==> src/design/fuzzy_subsequence_scorer_macros.svh <==
// assertion helpers
`ifndef FUZZY_SUBSEQUENCE_SCORER_MACROS_SVH
`define FUZZY_SUBSEQUENCE_SCORER_MACROS_SVH

// same-cycle implication
`define FSS_ASSERT_NOW(lbl, ante, cons) \
  lbl: assert property (@(posedge clk_i) disable iff (!rst_ni) (ante) |-> (cons)) \
    else $error("assertion failed");

// next-cycle implication
`define FSS_ASSERT_NEXT(lbl, ante, cons) \
  lbl: assert property (@(posedge clk_i) disable iff (!rst_ni) (ante) |=> (cons)) \
    else $error("assertion failed");

`endif

==> src/design/fss_pkg.sv <==
package fss_pkg;

  localparam int MAX_QUERY_DEF = 32;
  localparam int MAX_TEXT_DEF  = 256;

  localparam int MUL_A_W = 48;
  localparam int MUL_B_W = 17;
  localparam int NUM_W   = 48;

  localparam logic [31:0] ONE_Q16   = 32'h0001_0000;
  localparam logic [31:0] DATE_BONUS = 32'h0002_0000;
  localparam logic [31:0] AGE_HOUR  = 32'd3600;
  localparam logic [31:0] AGE_DAY   = 32'd86400;
  localparam logic [31:0] AGE_WEEK  = 32'd604800;
  localparam logic [31:0] BONUS_HOUR = 32'd32768;
  localparam logic [31:0] BONUS_DAY  = 32'd19661;
  localparam logic [31:0] BONUS_WEEK = 32'd6554;

  localparam logic [7:0] CHAR_DASH = 8'd45;

  localparam logic [2:0] REG_CHARS_LOW  = 3'd0;
  localparam logic [2:0] REG_CHARS_MID  = 3'd1;
  localparam logic [2:0] REG_CHARS_HIGH = 3'd2;
  localparam logic [2:0] REG_CHARS_TOP  = 3'd3;
  localparam logic [2:0] REG_QLEN       = 3'd4;

  function automatic logic [7:0] to_lower(input logic [7:0] c);
    return (c >= 8'd65 && c <= 8'd90) ? c + 8'd32 : c;
  endfunction

  function automatic logic is_digit(input logic [7:0] c);
    return c >= 8'd48 && c <= 8'd57;
  endfunction

  function automatic logic is_alnum(input logic [7:0] c);
    return is_digit(c) || (c >= 8'd97 && c <= 8'd122) || (c >= 8'd65 && c <= 8'd90);
  endfunction

  function automatic logic [31:0] sat_add(input logic [31:0] a, input logic [31:0] b);
    logic [32:0] s;
    s = {1'b0, a} + {1'b0, b};
    return s[32] ? 32'hFFFF_FFFF : s[31:0];
  endfunction

endpackage

==> src/design/fss_if.sv <==
interface fss_in_if;
  logic        valid;
  logic        ready;
  logic [7:0]  text_char;
  logic        last;
  logic [31:0] age_seconds;
  modport source (output valid, text_char, last, age_seconds, input ready);
  modport sink (input valid, text_char, last, age_seconds, output ready);
endinterface

interface fss_out_if;
  logic        valid;
  logic        ready;
  logic [31:0] score;
  logic        all_matched;
  modport source (output valid, score, all_matched, input ready);
  modport sink (input valid, score, all_matched, output ready);
endinterface

==> src/design/fss_div.sv <==
module fss_div
  import fss_pkg::*;
#(
  parameter int DW = 28
) (
  input  logic             clk_i,
  input  logic             rst_ni,
  input  logic             start_i,
  input  logic [NUM_W-1:0] num_i,
  input  logic [DW-1:0]    den_i,
  output logic             done_o,
  output logic [NUM_W-1:0] quo_o
);

  localparam int CNT_W = $clog2(NUM_W + 1);

  logic [NUM_W-1:0] quo_q, quo_d;
  logic [DW-1:0]    rem_q, rem_d;
  logic [DW-1:0]    den_q, den_d;
  logic [CNT_W-1:0] cnt_q, cnt_d;
  logic             busy_q, busy_d;
  logic             done_q, done_d;
  logic [DW:0]      trial;

  always_comb begin
    quo_d  = quo_q;
    rem_d  = rem_q;
    den_d  = den_q;
    cnt_d  = cnt_q;
    busy_d = busy_q;
    done_d = 1'b0;
    trial  = {rem_q, quo_q[NUM_W-1]};
    if (start_i) begin
      quo_d  = num_i;
      rem_d  = '0;
      den_d  = den_i;
      cnt_d  = CNT_W'(NUM_W);
      busy_d = 1'b1;
    end else if (busy_q) begin
      if (trial >= {1'b0, den_q}) begin
        rem_d = DW'(trial - {1'b0, den_q});
        quo_d = {quo_q[NUM_W-2:0], 1'b1};
      end else begin
        rem_d = trial[DW-1:0];
        quo_d = {quo_q[NUM_W-2:0], 1'b0};
      end
      cnt_d = cnt_q - CNT_W'(1);
      if (cnt_q == CNT_W'(1)) begin
        busy_d = 1'b0;
        done_d = 1'b1;
      end
    end
  end

  always_ff @(posedge clk_i or negedge rst_ni) begin
    if (!rst_ni) begin
      busy_q <= 1'b0;
      done_q <= 1'b0;
      cnt_q  <= '0;
    end else begin
      busy_q <= busy_d;
      done_q <= done_d;
      cnt_q  <= cnt_d;
    end
  end

  always_ff @(posedge clk_i) begin
    quo_q <= quo_d;
    rem_q <= rem_d;
    den_q <= den_d;
  end

  assign done_o = done_q;
  assign quo_o  = quo_q;

endmodule

==> src/design/fuzzy_subsequence_scorer.sv <==
// a byte with no proximity term leaves the sequencer idle; when the gap is
// one the term is added directly, else the shared multiplier runs the 16-bit
// inverse sqrt search; a last byte adds three multiplies and a 48-step divide
// one byte in flight at a time; ready is low while the sequencer works
// reset (async, active low) clears the query registers and all text state
`include "fuzzy_subsequence_scorer_macros.svh"

module fuzzy_subsequence_scorer
  import fss_pkg::*;
#(
  parameter int MAX_QUERY = MAX_QUERY_DEF,
  parameter int MAX_TEXT  = MAX_TEXT_DEF
) (
  input  logic        clk_i,
  input  logic        rst_ni,
  fss_in_if.sink      in_i,
  fss_out_if.source   out_o,
  input  logic        cfg_we_i,
  input  logic [2:0]  cfg_index_i,
  input  logic [63:0] cfg_wdata_i
);

  localparam int CW = $clog2(MAX_TEXT + 1);
  localparam int DW = 2 * CW + 2;
  localparam int PW = MUL_A_W + MUL_B_W;

  localparam logic [3:0] S_IDLE = 4'd0;
  localparam logic [3:0] S_PSQ  = 4'd1;
  localparam logic [3:0] S_PMUL = 4'd2;
  localparam logic [3:0] S_FIN  = 4'd3;
  localparam logic [3:0] S_M1   = 4'd4;
  localparam logic [3:0] S_M2   = 4'd5;
  localparam logic [3:0] S_M3   = 4'd6;
  localparam logic [3:0] S_DIV  = 4'd7;
  localparam logic [3:0] S_AGE  = 4'd8;
  localparam logic [3:0] S_OUT  = 4'd9;

  logic [255:0] qchars_q;
  logic [5:0]   qlen_q;
  logic [5:0]   qlen_eff;
  logic [7:0]   qbyte;

  logic [3:0]    state_q, state_d;
  logic [5:0]    qpos_q, qpos_d;
  logic [CW-1:0] lmp_q, lmp_d;
  logic          have_q, have_d;
  logic [CW-1:0] cc_q, cc_d;
  logic [7:0]    prev_q, prev_d;
  logic          date_q, date_d;
  logic [31:0]   run_q, run_d;
  logic [31:0]   age_q, age_d;
  logic          last_q, last_d;
  logic [CW-1:0] gap_q, gap_d;
  logic [15:0]   r_q, r_d;
  logic [3:0]    bit_q, bit_d;
  logic [33:0]   sq_q, sq_d;
  logic [NUM_W-1:0] num_q, num_d;
  logic [31:0]   score_q, score_d;
  logic          match_q, match_d;
  logic          ovalid_q, ovalid_d;
  logic [31:0]   oscore_q, oscore_d;
  logic          omatch_q, omatch_d;

  logic [MUL_A_W-1:0] mul_a;
  logic [MUL_B_W-1:0] mul_b;
  logic [PW-1:0]      prod;
  logic [15:0]        cand;
  logic [16:0]        tval;
  logic               active, hit, date_bad, boundary;
  logic               in_acc, div_start, div_done;
  logic [NUM_W-1:0]   quo;
  logic [31:0]        sfin;

  assign qlen_eff = (qlen_q > 6'(MAX_QUERY)) ? 6'(MAX_QUERY) : qlen_q;
  assign qbyte    = qchars_q[{qpos_q[4:0], 3'b000} +: 8];
  assign in_acc   = in_i.valid && in_i.ready;
  assign in_i.ready = (state_q == S_IDLE);

  assign active   = cc_q < CW'(MAX_TEXT);
  assign hit      = active && (qpos_q < qlen_eff)
                    && (to_lower(in_i.text_char) == to_lower(qbyte));
  assign boundary = (cc_q == '0) || !is_alnum(prev_q);
  assign date_bad = active && (cc_q < CW'(11)) &&
                    (((cc_q == CW'(4)) || (cc_q == CW'(7)) || (cc_q == CW'(10)))
                     ? (in_i.text_char != CHAR_DASH) : !is_digit(in_i.text_char));

  assign cand = r_q | (16'h0001 << bit_q);
  assign tval = {cand, 1'b0} - 17'd1;
  assign sfin = (date_q && cc_q >= CW'(11)) ? sat_add(run_q, DATE_BONUS) : run_q;

  // shared multiplier
  always_comb begin
    mul_a = '0;
    mul_b = '0;
    unique case (state_q)
      S_PSQ: begin
        mul_a = MUL_A_W'(tval);
        mul_b = tval;
      end
      S_PMUL: begin
        mul_a = MUL_A_W'(sq_q);
        mul_b = MUL_B_W'(gap_q);
      end
      S_M1: begin
        mul_a = MUL_A_W'(score_q);
        mul_b = MUL_B_W'(qlen_eff);
      end
      S_M2: begin
        mul_a = num_q;
        mul_b = MUL_B_W'(10);
      end
      S_M3: begin
        mul_a = MUL_A_W'(lmp_q) + MUL_A_W'(1);
        mul_b = MUL_B_W'(cc_q) + MUL_B_W'(10);
      end
      default: begin
        mul_a = '0;
        mul_b = '0;
      end
    endcase
  end

  assign prod      = PW'(mul_a) * PW'(mul_b);
  assign div_start = (state_q == S_M3);

  fss_div #(.DW(DW)) u_div (
    .clk_i   (clk_i),
    .rst_ni  (rst_ni),
    .start_i (div_start),
    .num_i   (num_q),
    .den_i   (prod[DW-1:0]),
    .done_o  (div_done),
    .quo_o   (quo)
  );

  always_comb begin
    state_d  = state_q;
    qpos_d   = qpos_q;
    lmp_d    = lmp_q;
    have_d   = have_q;
    cc_d     = cc_q;
    prev_d   = prev_q;
    date_d   = date_q;
    run_d    = run_q;
    age_d    = age_q;
    last_d   = last_q;
    gap_d    = gap_q;
    r_d      = r_q;
    bit_d    = bit_q;
    sq_d     = sq_q;
    num_d    = num_q;
    score_d  = score_q;
    match_d  = match_q;
    oscore_d = oscore_q;
    omatch_d = omatch_q;
    ovalid_d = (out_o.valid && out_o.ready) ? 1'b0 : ovalid_q;
    unique case (state_q)
      S_IDLE: begin
        if (in_acc) begin
          age_d  = in_i.age_seconds;
          last_d = in_i.last;
          gap_d  = cc_q - lmp_q;
          r_d    = '0;
          bit_d  = 4'd15;
          if (date_bad) date_d = 1'b0;
          if (active) begin
            prev_d = in_i.text_char;
            cc_d   = cc_q + CW'(1);
          end
          if (hit) begin
            run_d  = sat_add(run_q, boundary ? DATE_BONUS : ONE_Q16);
            lmp_d  = cc_q;
            have_d = 1'b1;
            qpos_d = qpos_q + 6'd1;
          end
          if (hit && have_q) state_d = S_PSQ;
          else if (in_i.last) state_d = S_FIN;
        end
      end
      S_PSQ: begin
        if (gap_q == CW'(1)) begin
          run_d   = sat_add(run_q, ONE_Q16);
          state_d = last_q ? S_FIN : S_IDLE;
        end else begin
          sq_d    = prod[33:0];
          state_d = S_PMUL;
        end
      end
      S_PMUL: begin
        if (prod <= (PW'(1) << 34)) r_d = cand;
        if (bit_q == 4'd0) begin
          run_d   = sat_add(run_q, (prod <= (PW'(1) << 34)) ? 32'(cand) : 32'(r_q));
          state_d = last_q ? S_FIN : S_IDLE;
        end else begin
          bit_d   = bit_q - 4'd1;
          state_d = S_PSQ;
        end
      end
      S_FIN: begin
        score_d = sfin;
        match_d = 1'b1;
        if (qlen_eff == 6'd0) begin
          state_d = S_AGE;
        end else if (qpos_q < qlen_eff) begin
          score_d = '0;
          match_d = 1'b0;
          state_d = S_OUT;
        end else begin
          state_d = S_M1;
        end
      end
      S_M1: begin
        num_d   = prod[NUM_W-1:0];
        state_d = S_M2;
      end
      S_M2: begin
        num_d   = prod[NUM_W-1:0];
        state_d = S_M3;
      end
      S_M3: begin
        state_d = S_DIV;
      end
      S_DIV: begin
        if (div_done) begin
          score_d = (quo[NUM_W-1:32] != '0) ? 32'hFFFF_FFFF : quo[31:0];
          state_d = S_AGE;
        end
      end
      S_AGE: begin
        if (age_q < AGE_HOUR) score_d = sat_add(score_q, BONUS_HOUR);
        else if (age_q < AGE_DAY) score_d = sat_add(score_q, BONUS_DAY);
        else if (age_q < AGE_WEEK) score_d = sat_add(score_q, BONUS_WEEK);
        state_d = S_OUT;
      end
      S_OUT: begin
        if (!ovalid_q || out_o.ready) begin
          ovalid_d = 1'b1;
          oscore_d = score_q;
          omatch_d = match_q;
          qpos_d   = '0;
          lmp_d    = '0;
          have_d   = 1'b0;
          cc_d     = '0;
          prev_d   = '0;
          date_d   = 1'b1;
          run_d    = '0;
          state_d  = S_IDLE;
        end
      end
      default: state_d = S_IDLE;
    endcase
  end

  always_ff @(posedge clk_i or negedge rst_ni) begin
    if (!rst_ni) begin
      qchars_q <= '0;
      qlen_q   <= '0;
      state_q  <= S_IDLE;
      qpos_q   <= '0;
      lmp_q    <= '0;
      have_q   <= 1'b0;
      cc_q     <= '0;
      prev_q   <= '0;
      date_q   <= 1'b1;
      run_q    <= '0;
      ovalid_q <= 1'b0;
    end else begin
      if (cfg_we_i) begin
        unique case (cfg_index_i)
          REG_CHARS_LOW:  qchars_q[63:0]    <= cfg_wdata_i;
          REG_CHARS_MID:  qchars_q[127:64]  <= cfg_wdata_i;
          REG_CHARS_HIGH: qchars_q[191:128] <= cfg_wdata_i;
          REG_CHARS_TOP:  qchars_q[255:192] <= cfg_wdata_i;
          REG_QLEN:       qlen_q            <= cfg_wdata_i[5:0];
          default:        qlen_q            <= qlen_q;
        endcase
      end
      state_q  <= state_d;
      qpos_q   <= qpos_d;
      lmp_q    <= lmp_d;
      have_q   <= have_d;
      cc_q     <= cc_d;
      prev_q   <= prev_d;
      date_q   <= date_d;
      run_q    <= run_d;
      ovalid_q <= ovalid_d;
    end
  end

  always_ff @(posedge clk_i) begin
    age_q    <= age_d;
    last_q   <= last_d;
    gap_q    <= gap_d;
    r_q      <= r_d;
    bit_q    <= bit_d;
    sq_q     <= sq_d;
    num_q    <= num_d;
    score_q  <= score_d;
    match_q  <= match_d;
    oscore_q <= oscore_d;
    omatch_q <= omatch_d;
  end

  assign out_o.valid       = ovalid_q;
  assign out_o.score       = oscore_q;
  assign out_o.all_matched = omatch_q;

  `FSS_ASSERT_NOW(a_unmatched_zero, out_o.valid && !out_o.all_matched, out_o.score == 32'd0)
  `FSS_ASSERT_NOW(a_qpos_bound, 1'b1, qpos_q <= 6'(MAX_QUERY))
  `FSS_ASSERT_NEXT(a_plain_byte, in_acc && !in_i.last && !(hit && have_q), in_i.ready)
  `FSS_ASSERT_NOW(a_div_only_waiting, div_done, state_q == S_DIV)

endmodule
==> src/flat_wrapper.sv <==
// flat-port wrapper written by rule: the top's interface ports become plain ports
module fuzzy_subsequence_scorer_flat import fss_pkg::*;
#(
  parameter int MAX_QUERY = MAX_QUERY_DEF,
  parameter int MAX_TEXT  = MAX_TEXT_DEF
)
  (clk_i, rst_ni, cfg_we_i, cfg_index_i, cfg_wdata_i, in_i_valid, in_i_text_char, in_i_last, in_i_age_seconds, in_i_ready, out_o_valid, out_o_score, out_o_all_matched, out_o_ready);
  fss_in_if in_i_i ();
  fss_out_if out_o_i ();
  input  logic clk_i;
  input  logic rst_ni;
  input  logic cfg_we_i;
  input  logic [2:0] cfg_index_i;
  input  logic [63:0] cfg_wdata_i;
  input wire logic [$bits(in_i_i.valid)-1:0] in_i_valid;
  input wire logic [$bits(in_i_i.text_char)-1:0] in_i_text_char;
  input wire logic [$bits(in_i_i.last)-1:0] in_i_last;
  input wire logic [$bits(in_i_i.age_seconds)-1:0] in_i_age_seconds;
  output wire logic [$bits(in_i_i.ready)-1:0] in_i_ready;
  output wire logic [$bits(out_o_i.valid)-1:0] out_o_valid;
  output wire logic [$bits(out_o_i.score)-1:0] out_o_score;
  output wire logic [$bits(out_o_i.all_matched)-1:0] out_o_all_matched;
  input wire logic [$bits(out_o_i.ready)-1:0] out_o_ready;
  assign in_i_i.valid = in_i_valid;
  assign in_i_i.text_char = in_i_text_char;
  assign in_i_i.last = in_i_last;
  assign in_i_i.age_seconds = in_i_age_seconds;
  assign in_i_ready = in_i_i.ready;
  assign out_o_valid = out_o_i.valid;
  assign out_o_score = out_o_i.score;
  assign out_o_all_matched = out_o_i.all_matched;
  assign out_o_i.ready = out_o_ready;
  fuzzy_subsequence_scorer #(.MAX_QUERY(MAX_QUERY), .MAX_TEXT(MAX_TEXT)) u_core (.clk_i(clk_i), .rst_ni(rst_ni), .in_i(in_i_i), .out_o(out_o_i), .cfg_we_i(cfg_we_i), .cfg_index_i(cfg_index_i), .cfg_wdata_i(cfg_wdata_i));
endmodule
==> config.mk <==
export PLATFORM = sky130hd
export DESIGN_NAME = fuzzy_subsequence_scorer_flat
export DESIGN_NICKNAME = d
export VERILOG_FILES = /design/src/design/fss_pkg.sv /design/src/design/fss_if.sv /design/src/design/fss_div.sv /design/src/design/fuzzy_subsequence_scorer.sv /design/src/flat_wrapper.sv
export VERILOG_INCLUDE_DIRS = /design/src /design/src/design
export SDC_FILE = /design/constraint.sdc
export NUM_CORES = 2
export LEC_CHECK = 0
export BUFFER_PORTS_ARGS = -buffer_cell sky130_fd_sc_hd__buf_2
export CAP_MARGIN = 20
export CELL_PAD_IN_SITES_DETAIL_PLACEMENT = 1
export CELL_PAD_IN_SITES_GLOBAL_PLACEMENT = 2
export CORE_MARGIN = 3
export CORE_UTILIZATION = 38
export CTS_CLUSTER_SIZE = 12
export DETAILED_ROUTE_END_ITERATION = 6
export HOLD_SLACK_MARGIN = 0.1
export PLACE_DENSITY = 0.76
export SLEW_MARGIN = 5
export SYNTH_ARGS = -nofsm -noshare
export SYNTH_HDL_FRONTEND = slang
export SYNTH_SLANG_ARGS = --single-unit
export TNS_END_PERCENT = 1
==> constraint.sdc <==
create_clock -name clk_i -period 28.7 [get_ports clk_i]
set_input_delay 5.74 -clock clk_i [delete_from_list [all_inputs] [get_ports clk_i]]
set_output_delay 5.74 -clock clk_i [all_outputs]
set_load 0.005 [all_outputs]
---- Yosys cells after proc, flatten, opt, wreduce, memory -nomap -nowiden ----
Index checks and enable logic that the tools add are counted.
storage, ports and cells
  flip-flop bits (word level) ............. 639
  input port bits ......................... 113
  output and inout port bits .............. 35
cells by class
  add/sub/neg operators ................... 18
  $mul .................................... 1
  order comparisons ....................... 22
  eq/ne operators ......................... 32
  shift operators ......................... 2
  muxes and demuxes ....................... 86
  bitwise operators ....................... 2
  reduce and logical (&&, ||, !) cells .... 51
operators by type and width
  kind                                                                     number
  32-bit two-way mux                                                       20
  256-bit by 9-bit indexed part select with 8-bit output                   1
  48-bit case mux with 5 select lines                                      1
  32-bit case mux with 4 select lines                                      1
  48-bit two-way mux                                                       2
  32-bit case mux with 3 select lines                                      1
  17-bit case mux with 5 select lines                                      1
  32-bit by 32-bit adder with 33-bit output                                2
  65-bit by 35-bit <= comparator with 1-bit output, second input constant  1
  48-bit by 17-bit multiplier with 65-bit output                           1
  16-bit two-way mux                                                       3
  9-bit two-way mux                                                        5
  4-bit two-way mux                                                        11
  8-bit two-way mux                                                        5
  4-bit case mux with 10 select lines                                      1
  6-bit two-way mux                                                        6
  9-bit case mux with 2 select lines                                       2
  32-bit by 13-bit adder with 33-bit output, second input constant         1
  32-bit by 15-bit adder with 33-bit output, second input constant         1
  32-bit by 16-bit adder with 33-bit output, second input constant         1
  32-bit by 17-bit adder with 33-bit output, second input constant         1
  32-bit by 18-bit adder with 33-bit output, second input constant         1
  8-bit by 7-bit >= comparator with 1-bit output, second input constant    4
  8-bit by 7-bit <= comparator with 1-bit output, second input constant    4
  66 further kinds                                                         137

---- Logic depth before layout (Yosys ltp) ----
  depth after elaboration ................. 12
  gate-level depth with buffers ........... 54
  mapped depth without buffers ............ 50

---- Hierarchy ----
A second synthesis with hierarchy kept.
unflattened totals
  cell total of the unflattened synthesis .. 5610
  area total of the unflattened synthesis .. 57714.1 µm²
by module, submodules not included
  module                    times used  cells each  area an instance (µm²)
  fuzzy_subsequence_scorer  1           5154        52581.7
  fss_div                   1           456         5132.4

---- Worst setup path after synthesis ----
OpenSTA, ideal clock, no wires.
  kind .................................... reg-to-reg
  start ................................... reg u_core.bit_q[0]
  end ..................................... reg u_core.run_q[28]
  setup time .............................. 0.095 ns
  data arrival time ....................... 12.027 ns
  data required time ...................... 28.605 ns
  path slack .............................. 16.578 ns
  stages on the path, launching flop included .. 52
  buffers on the path ..................... 3
  period minus slack after synthesis ...... 12.122 ns
  cells stage by stage .................... edfxtp_1 -> ha_1 -> clkbuf_1 -> o21ai_0 -> nand4_1 -> nor3_1 -> nand4_1 -> nor3b_1 -> nand3_1 -> xor2_1 -> nand2_1 -> nand4_1 -> clkbuf_1 -> nand2_1 -> fa_1 -> inv_1 -> fa_1 -> inv_1 -> [... 16 more ...] -> nor4_1 -> o2111ai_1 -> o31ai_1 -> ha_1 -> inv_1 -> fa_1 -> nor2b_1 -> o21ai_0 -> a21boi_0 -> o211ai_1 -> a31oi_1 -> a21o_1 -> buf_1 -> a2bb2oi_1 -> nor3_1 -> a311oi_1 -> nand2_1 -> o31ai_1
between the ends
  word-level cells in the longest chain between the ends .. 11
RTL lines
  element                                                                                     line                             source
  start: declaration                                                                          fuzzy_subsequence_scorer.sv:55   logic [3:0] bit_q, bit_d;
  start signal: assignment                                                                    fuzzy_subsequence_scorer.sv:295  bit_q <= bit_d;
  1-bit by 4-bit left shift with 16-bit output (*)                                            fuzzy_subsequence_scorer.sv:87   assign cand = r_q | (16'h0001 << bit_q);
  16-bit bitwise OR (*)                                                                       fuzzy_subsequence_scorer.sv:87
  17-bit by 1-bit subtractor with 17-bit output (*)                                           fuzzy_subsequence_scorer.sv:88   assign tval = {cand, 1'b0} - 17'd1;
  48-bit case mux with 5 select lines or 17-bit case mux with 5 select lines (tied branches)  fuzzy_subsequence_scorer.sv:95   unique case (state_q)
  48-bit by 17-bit multiplier with 65-bit output (*)                                          fuzzy_subsequence_scorer.sv:123  assign prod = PW'(mul_a) * PW'(mul_b);
  via u_core.prod[40]                                                                         fuzzy_subsequence_scorer.sv:66   logic [PW-1:0] prod;
  65-bit by 35-bit <= comparator with 1-bit output (*)                                        fuzzy_subsequence_scorer.sv:192  run_d = sat_add(run_q, (prod <= (PW'(1) << 34)) ? 32'(cand) : 32'(r_q));
  16-bit two-way mux (*)                                                                      fuzzy_subsequence_scorer.sv:192
  32-bit by 32-bit adder with 33-bit output (*)                                               fss_pkg.sv:41                    s = {1'b0, a} + {1'b0, b};
  32-bit two-way mux (*)                                                                      fss_pkg.sv:42                    return s[32] ? 32'hFFFF_FFFF : s[31:0];
  32-bit two-way mux (*)                                                                      fuzzy_subsequence_scorer.sv:191  if (bit_q == 4'd0) begin
  32-bit case mux with 4 select lines (*)                                                     fuzzy_subsequence_scorer.sv:157  unique case (state_q)
  end signal: assignment                                                                      fuzzy_subsequence_scorer.sv:285  run_q <= run_d;
  end: declaration                                                                            fuzzy_subsequence_scorer.sv:50   logic [31:0] run_q, run_d;
The timed path passes the listed nets; every way through them passes the cells marked *. The select of a mux whose other input is x is not followed.
A chain may end at the register's enable or synchronous reset.

---- Worst setup path after layout ----
  start ................................... reg u_core.bit_q[2]
  end ..................................... reg u_core.run_q[27]
between the ends
  word-level cells in the longest chain between the ends .. 11
RTL lines
  element                                                                                     line
  1-bit by 4-bit left shift with 16-bit output                                                fuzzy_subsequence_scorer.sv:87
  16-bit bitwise OR                                                                           fuzzy_subsequence_scorer.sv:87
  17-bit by 1-bit subtractor with 17-bit output                                               fuzzy_subsequence_scorer.sv:88
  48-bit case mux with 5 select lines or 17-bit case mux with 5 select lines (tied branches)  fuzzy_subsequence_scorer.sv:95
  48-bit by 17-bit multiplier with 65-bit output                                              fuzzy_subsequence_scorer.sv:123
  65-bit by 35-bit <= comparator with 1-bit output                                            fuzzy_subsequence_scorer.sv:192
  16-bit two-way mux                                                                          fuzzy_subsequence_scorer.sv:192
  32-bit by 32-bit adder with 33-bit output                                                   fss_pkg.sv:41
  32-bit two-way mux                                                                          fss_pkg.sv:42
  32-bit two-way mux                                                                          fuzzy_subsequence_scorer.sv:191
  32-bit case mux with 4 select lines                                                         fuzzy_subsequence_scorer.sv:157
Several ways; a longest one is shown, not always the timed one. The select of a mux whose other input is x is not followed.

==> impl.org <==
** Run status
- Result of the run :: completed

** Worst setup path
- Most frequent cell on the critical path :: sky130_fd_sc_hd__fa_1
- Critical path's slowest cell :: sky130_fd_sc_hd__a211oi_1
- Largest driver fanout on the critical path :: 19
- Sort of element at the start of the critical path :: flip-flop
- On the worst path, the slowest cell contributes a delay of roughly 940 ps.
- Critical Setup Path Class :: flip-flop to flip-flop
- STA puts the critical path data arrival time at 17410 ps.
- STA puts the critical path data required time at ~29000 ps.
- Number of cells on the worst reg-to-reg path :: 47
- Worst-case register-to-register setup slack :: between 10000 and 15000 ps
- Element type at the critical path end :: flip-flop

** CTS
- Worst-path clk slew :: 70 ps
- CTS sink count :: roughly 640
- The later pin in the worst-skew pair is clocked with a latency of about 700 ps.
- CTS Hold Buffers Added :: 0
- Number of H-tree levels :: 3
- Number of buffers on the longest clock path :: 3
- Resize count post-CTS :: 0
- Root buffer cell :: sky130_fd_sc_hd__clkbuf_16
- TritonCTS built the clock tree.
- Once the clock tree was built, the setup fixing pass inserted 0 buffers.
- In this run, CTS created clock tree buffers numbering around 70.

** STA
- Max-slew violations :: 0
- Worst clock skew on the final layout :: ~45 ps
- The hold violation total from the final report was 0.
- Measured against its own limit, the worst slew margin works out to between 15 and 20%.
- Post-route setup slack :: 11910 ps
- Final Setup Violations :: 0
- Highest achievable clock rate :: between 0.05 and 0.06 GHz
- The worst path uses 58.5% of the clock period.
- Setup repair after global routing missed its margin :: false
- Final Critical Period :: approximately 17000 ps
- Setup total negative slack on the finished layout was measured at 0 ps.
- For the pin with the worst max-slew slack, the measured transition is around 1200 ps.

** Hold path
- The min-delay analysis places its worst path in the category flip-flop to flip-flop.
- Cell count of the worst hold path :: 0

** Floorplanning
- In this run the vertical extent of the chip is between 300 and 400 um.
- In this run the count of I/O pins placed on the die edge is between 100 and 150.
- The core region is roughly 150000 um2.
- Horiz. Die Dim :: 394 um
- Initial core utilization :: approximately two fifths
- Number of rows in the core area :: around 140
- DIE AREA :: 156000 um2

** Finish
- Leading cell type in the layout, fill and taps excluded :: sky130_fd_sc_hd__inv_1
- Footprint of the multi-input gates :: about 37000 um2
- Share of layout cells above drive strength 1 :: a little under an eighth
- Total Nets Final :: 7057
- The library cells used most frequently in the layout, excluding fill and tap cells, are sky130_fd_sc_hd__inv_1, sky130_fd_sc_hd__nand2_1, sky130_fd_sc_hd__fa_1.
- Fillers :: roughly 17000
- Once layout is done, the placed cells without fillers occupy 63900 um2.
- Summing all flip-flop and latch instances after layout gives about 17000 um2.
- The area growth from synthesis to layout is 11.4%.

** Route
- Total DRC errors in the routed layout :: 0
- For this block, the initial DRC count from the detailed router was 2986.
- The detailed router placed about 44000 vias in this run.
- For this run, the detailed router's first-pass iteration total came to 7.
- After detailed routing, the total wire length is roughly 190 mm.
- Dividing the detail-routed via count by the number of cells gives 5.40.
- In the final routed layout, each cell accounts on average for between 20 and 25 um.
- Post-route antenna net violation count :: 0

** Logic synthesis
- Synth Cell Area :: 57300 um2
- Dividing the synthesized area by the synthesized cell count gives between 10 and 15 um2.
- For this run, the register share of the synthesized area comes to around 30%.
- Summing the areas of all xor and xnor instances in the mapped netlist gives ~2.2% of the synthesized area.
- Simple-gate portion of the synthesized area :: 12.5%
- Area share of the largest cell type after synthesis :: 24.2%
- Post-synthesis register bit count :: roughly 640
- Synthesis handed over a netlist of ~5700 instances.
- After synthesis, the cell types taking the most area are sky130_fd_sc_hd__fa_1, sky130_fd_sc_hd__dfrtp_1, sky130_fd_sc_hd__edfxtp_1, sky130_fd_sc_hd__inv_1, sky130_fd_sc_hd__mux2_2.
- Main combinational cell family by area after synthesis :: adder cells
- Of the post-synthesis cell area, the part taken by muxes is between 8 and 9%.
- After Yosys synthesis, full adders, half adders and majority gates account for between 20% and 30% of the synthesized area.
- Counting flops with an async set or reset pin after synthesis yields a share of between 50% and 60%.
- Post-synth top flop :: sky130_fd_sc_hd__dfrtp_1
- Cell taking the most area after synthesis :: sky130_fd_sc_hd__fa_1
- For this run, the number of Yosys warnings is 0.
- Yosys mapped a number of flops with a built-in enable equal to between 200 and 300.
- Post-synthesis compound-gate area fraction :: between 10% and 20%
- Count of unique library cells instantiated by Yosys :: between 100 and 150

** Flow run
- Max-cap violations in this run came to 0.

** Global route
- Largest net degree at the start of global routing :: roughly 130
- The number of global-route vias before repair came to approximately 47000.
- Global-route total usage across every layer :: around 25%
- Wire length of the first global-routing pass :: ~290 mm
- Leftover overflow at the end of global routing :: 0
- The initial antenna violation count came to 14.

** Placed design
- At the end of routability-driven placement, the weighted congestion stood at between 0.8 and 0.9.
- Once placement finished, the instance area stood at between 60000 and 70000 um2.
- Prior to clock tree synthesis, the placed netlist has a worst setup slack of 12140 ps.
- IO Port Bufs :: 143
- Final HPWL from detailed placement :: 148 mm
-- state kept, by name, summed over array words and instances (netlist names), 4 cells and up --
register	count
u_core.score_q	32
u_core.age_q	28
u_core.u_div.cnt_q	6
u_core.out_o.score	32
u_core.qpos_q	6
u_core.cc_q	9
u_core.gap_q	9
u_core.r_q	16
u_core.prev_q	8
u_core.state_q	4
u_core.sq_q	34
u_core.run_q	32
u_core.u_div.rem_q	20
u_core.bit_q	4
u_core.num_q	48
u_core.qchars_q	256
u_core.lmp_q	9
u_core.u_div.den_q	20
u_core.u_div.quo_o	48
u_core.qlen_q	6
-- path summary, 6_finish.rpt --
| check | to | from |
|---|---|---|
| min in group asynchronous | u_core.qchars_q[148]$_DFFE_PN0P_ | rst_ni |
| max | u_core.run_q[27]$_DFFE_PN0P_ | u_core.bit_q[2]$_SDFFCE_PN1P_ |
| max in group asynchronous | u_core.qchars_q[34]$_DFFE_PN0P_ | rst_ni |
| min reg2reg | u_core.out_o.all_matched$_DFFE_PP_ | u_core.match_q$_SDFFCE_PP1P_ |
| max reg2reg | u_core.run_q[27]$_DFFE_PN0P_ | u_core.bit_q[2]$_SDFFCE_PN1P_ |
| min | u_core.out_o.all_matched$_DFFE_PP_ | u_core.match_q$_SDFFCE_PP1P_ |
-- worst max-delay path: cells and delay by family (launching register included) --
family,cells,cell delay [ps]
and+or+nand+nor,15,5580
adders and majority gates,10,4440
DFF,1,640
xor gates and xnor gates,1,300
AOI/OAI and AO/OA,17,5450
buffers and inverters,4,230
-- Yosys cell counts (46+ instances only) --
| library cell | number |
|---|---|
| sky130_fd_sc_hd__nand3_1 | 126 |
| sky130_fd_sc_hd__clkbuf_1 | 219 |
| sky130_fd_sc_hd__ha_1 | 214 |
| sky130_fd_sc_hd__xnor2_1 | 83 |
| sky130_fd_sc_hd__nor2_1 | 229 |
| sky130_fd_sc_hd__nor3_1 | 85 |
| sky130_fd_sc_hd__mux4_2 | 52 |
| sky130_fd_sc_hd__o21ai_0 | 247 |
| sky130_fd_sc_hd__and3_1 | 46 |
| sky130_fd_sc_hd__mux2_2 | 267 |
| sky130_fd_sc_hd__and2_1 | 57 |
| sky130_fd_sc_hd__a21o_1 | 51 |
| sky130_fd_sc_hd__nand2_1 | 785 |
| sky130_fd_sc_hd__a21oi_1 | 201 |
| sky130_fd_sc_hd__fa_1 | 693 |
| sky130_fd_sc_hd__dfrtp_1 | 340 |
| sky130_fd_sc_hd__edfxtp_1 | 274 |
| sky130_fd_sc_hd__nand4_1 | 57 |
| sky130_fd_sc_hd__inv_1 | 842 |
| sky130_fd_sc_hd__xor2_1 | 55 |
-- final cells by class --
cell class              instances  share of cell area, %
repair buffers                223                   2.11
well taps                    2002                   3.92
clock inverters                22                  0.525
clock buffers                 103                   3.13
diodes                          3                 0.0118
inverters                     850                   5.00
flip-flops and latches        635                   26.9
multi-input cells            4256                   58.4
-- metrics by stage --
| stage | util, % | hold slack [ps] | cells |
|---|---|---|---|
| floorplan | - | 400 | 6007 |
| global placement | 41.3 | 406 | 7961 |
| detailed placement | 41.3 | 416 | 7964 |
| CTS | 42.9 | 431 | 8089 |
| global route | 42.9 | 434 | 8092 |
| finish | 42.9 | 428 | 8094 |
-- layer usage --
layer | part of all wire (%) | wire length (um) | global-route usage, % | up-vias
met5 | 0.030 | 58 | 0 | -
met3 | 4.7 | 8930 | 3.48 | 255
met4 | 3.4 | 6500 | 7.60 | 6
met2 | 48 | 91900 | 41.2 | 996
li1 | - | - | - | 19400
met1 | 44 | 82800 | 33.0 | 23000
-- cell families (layout without fill, tap and decap cells) --
| logic type | count (synthesis) | in the layout |
|---|---|---|
| AND/OR/NAND/NOR | 1571 | 1571 |
| buffers and inverters | 1116 | 1198 |
| AO/OA/AOI/OAI | 925 | 925 |
| adder cells (fa/ha/maj) | 907 | 907 |
| flip-flops | 635 | 635 |
| multiplexers | 366 | 366 |
| XOR/XNOR | 141 | 141 |
| other | 2 | 349 |
Power is left out: the tool's default activity adds up to more than one toggle a clock period on the data nets, which glitch-free logic cannot reach.
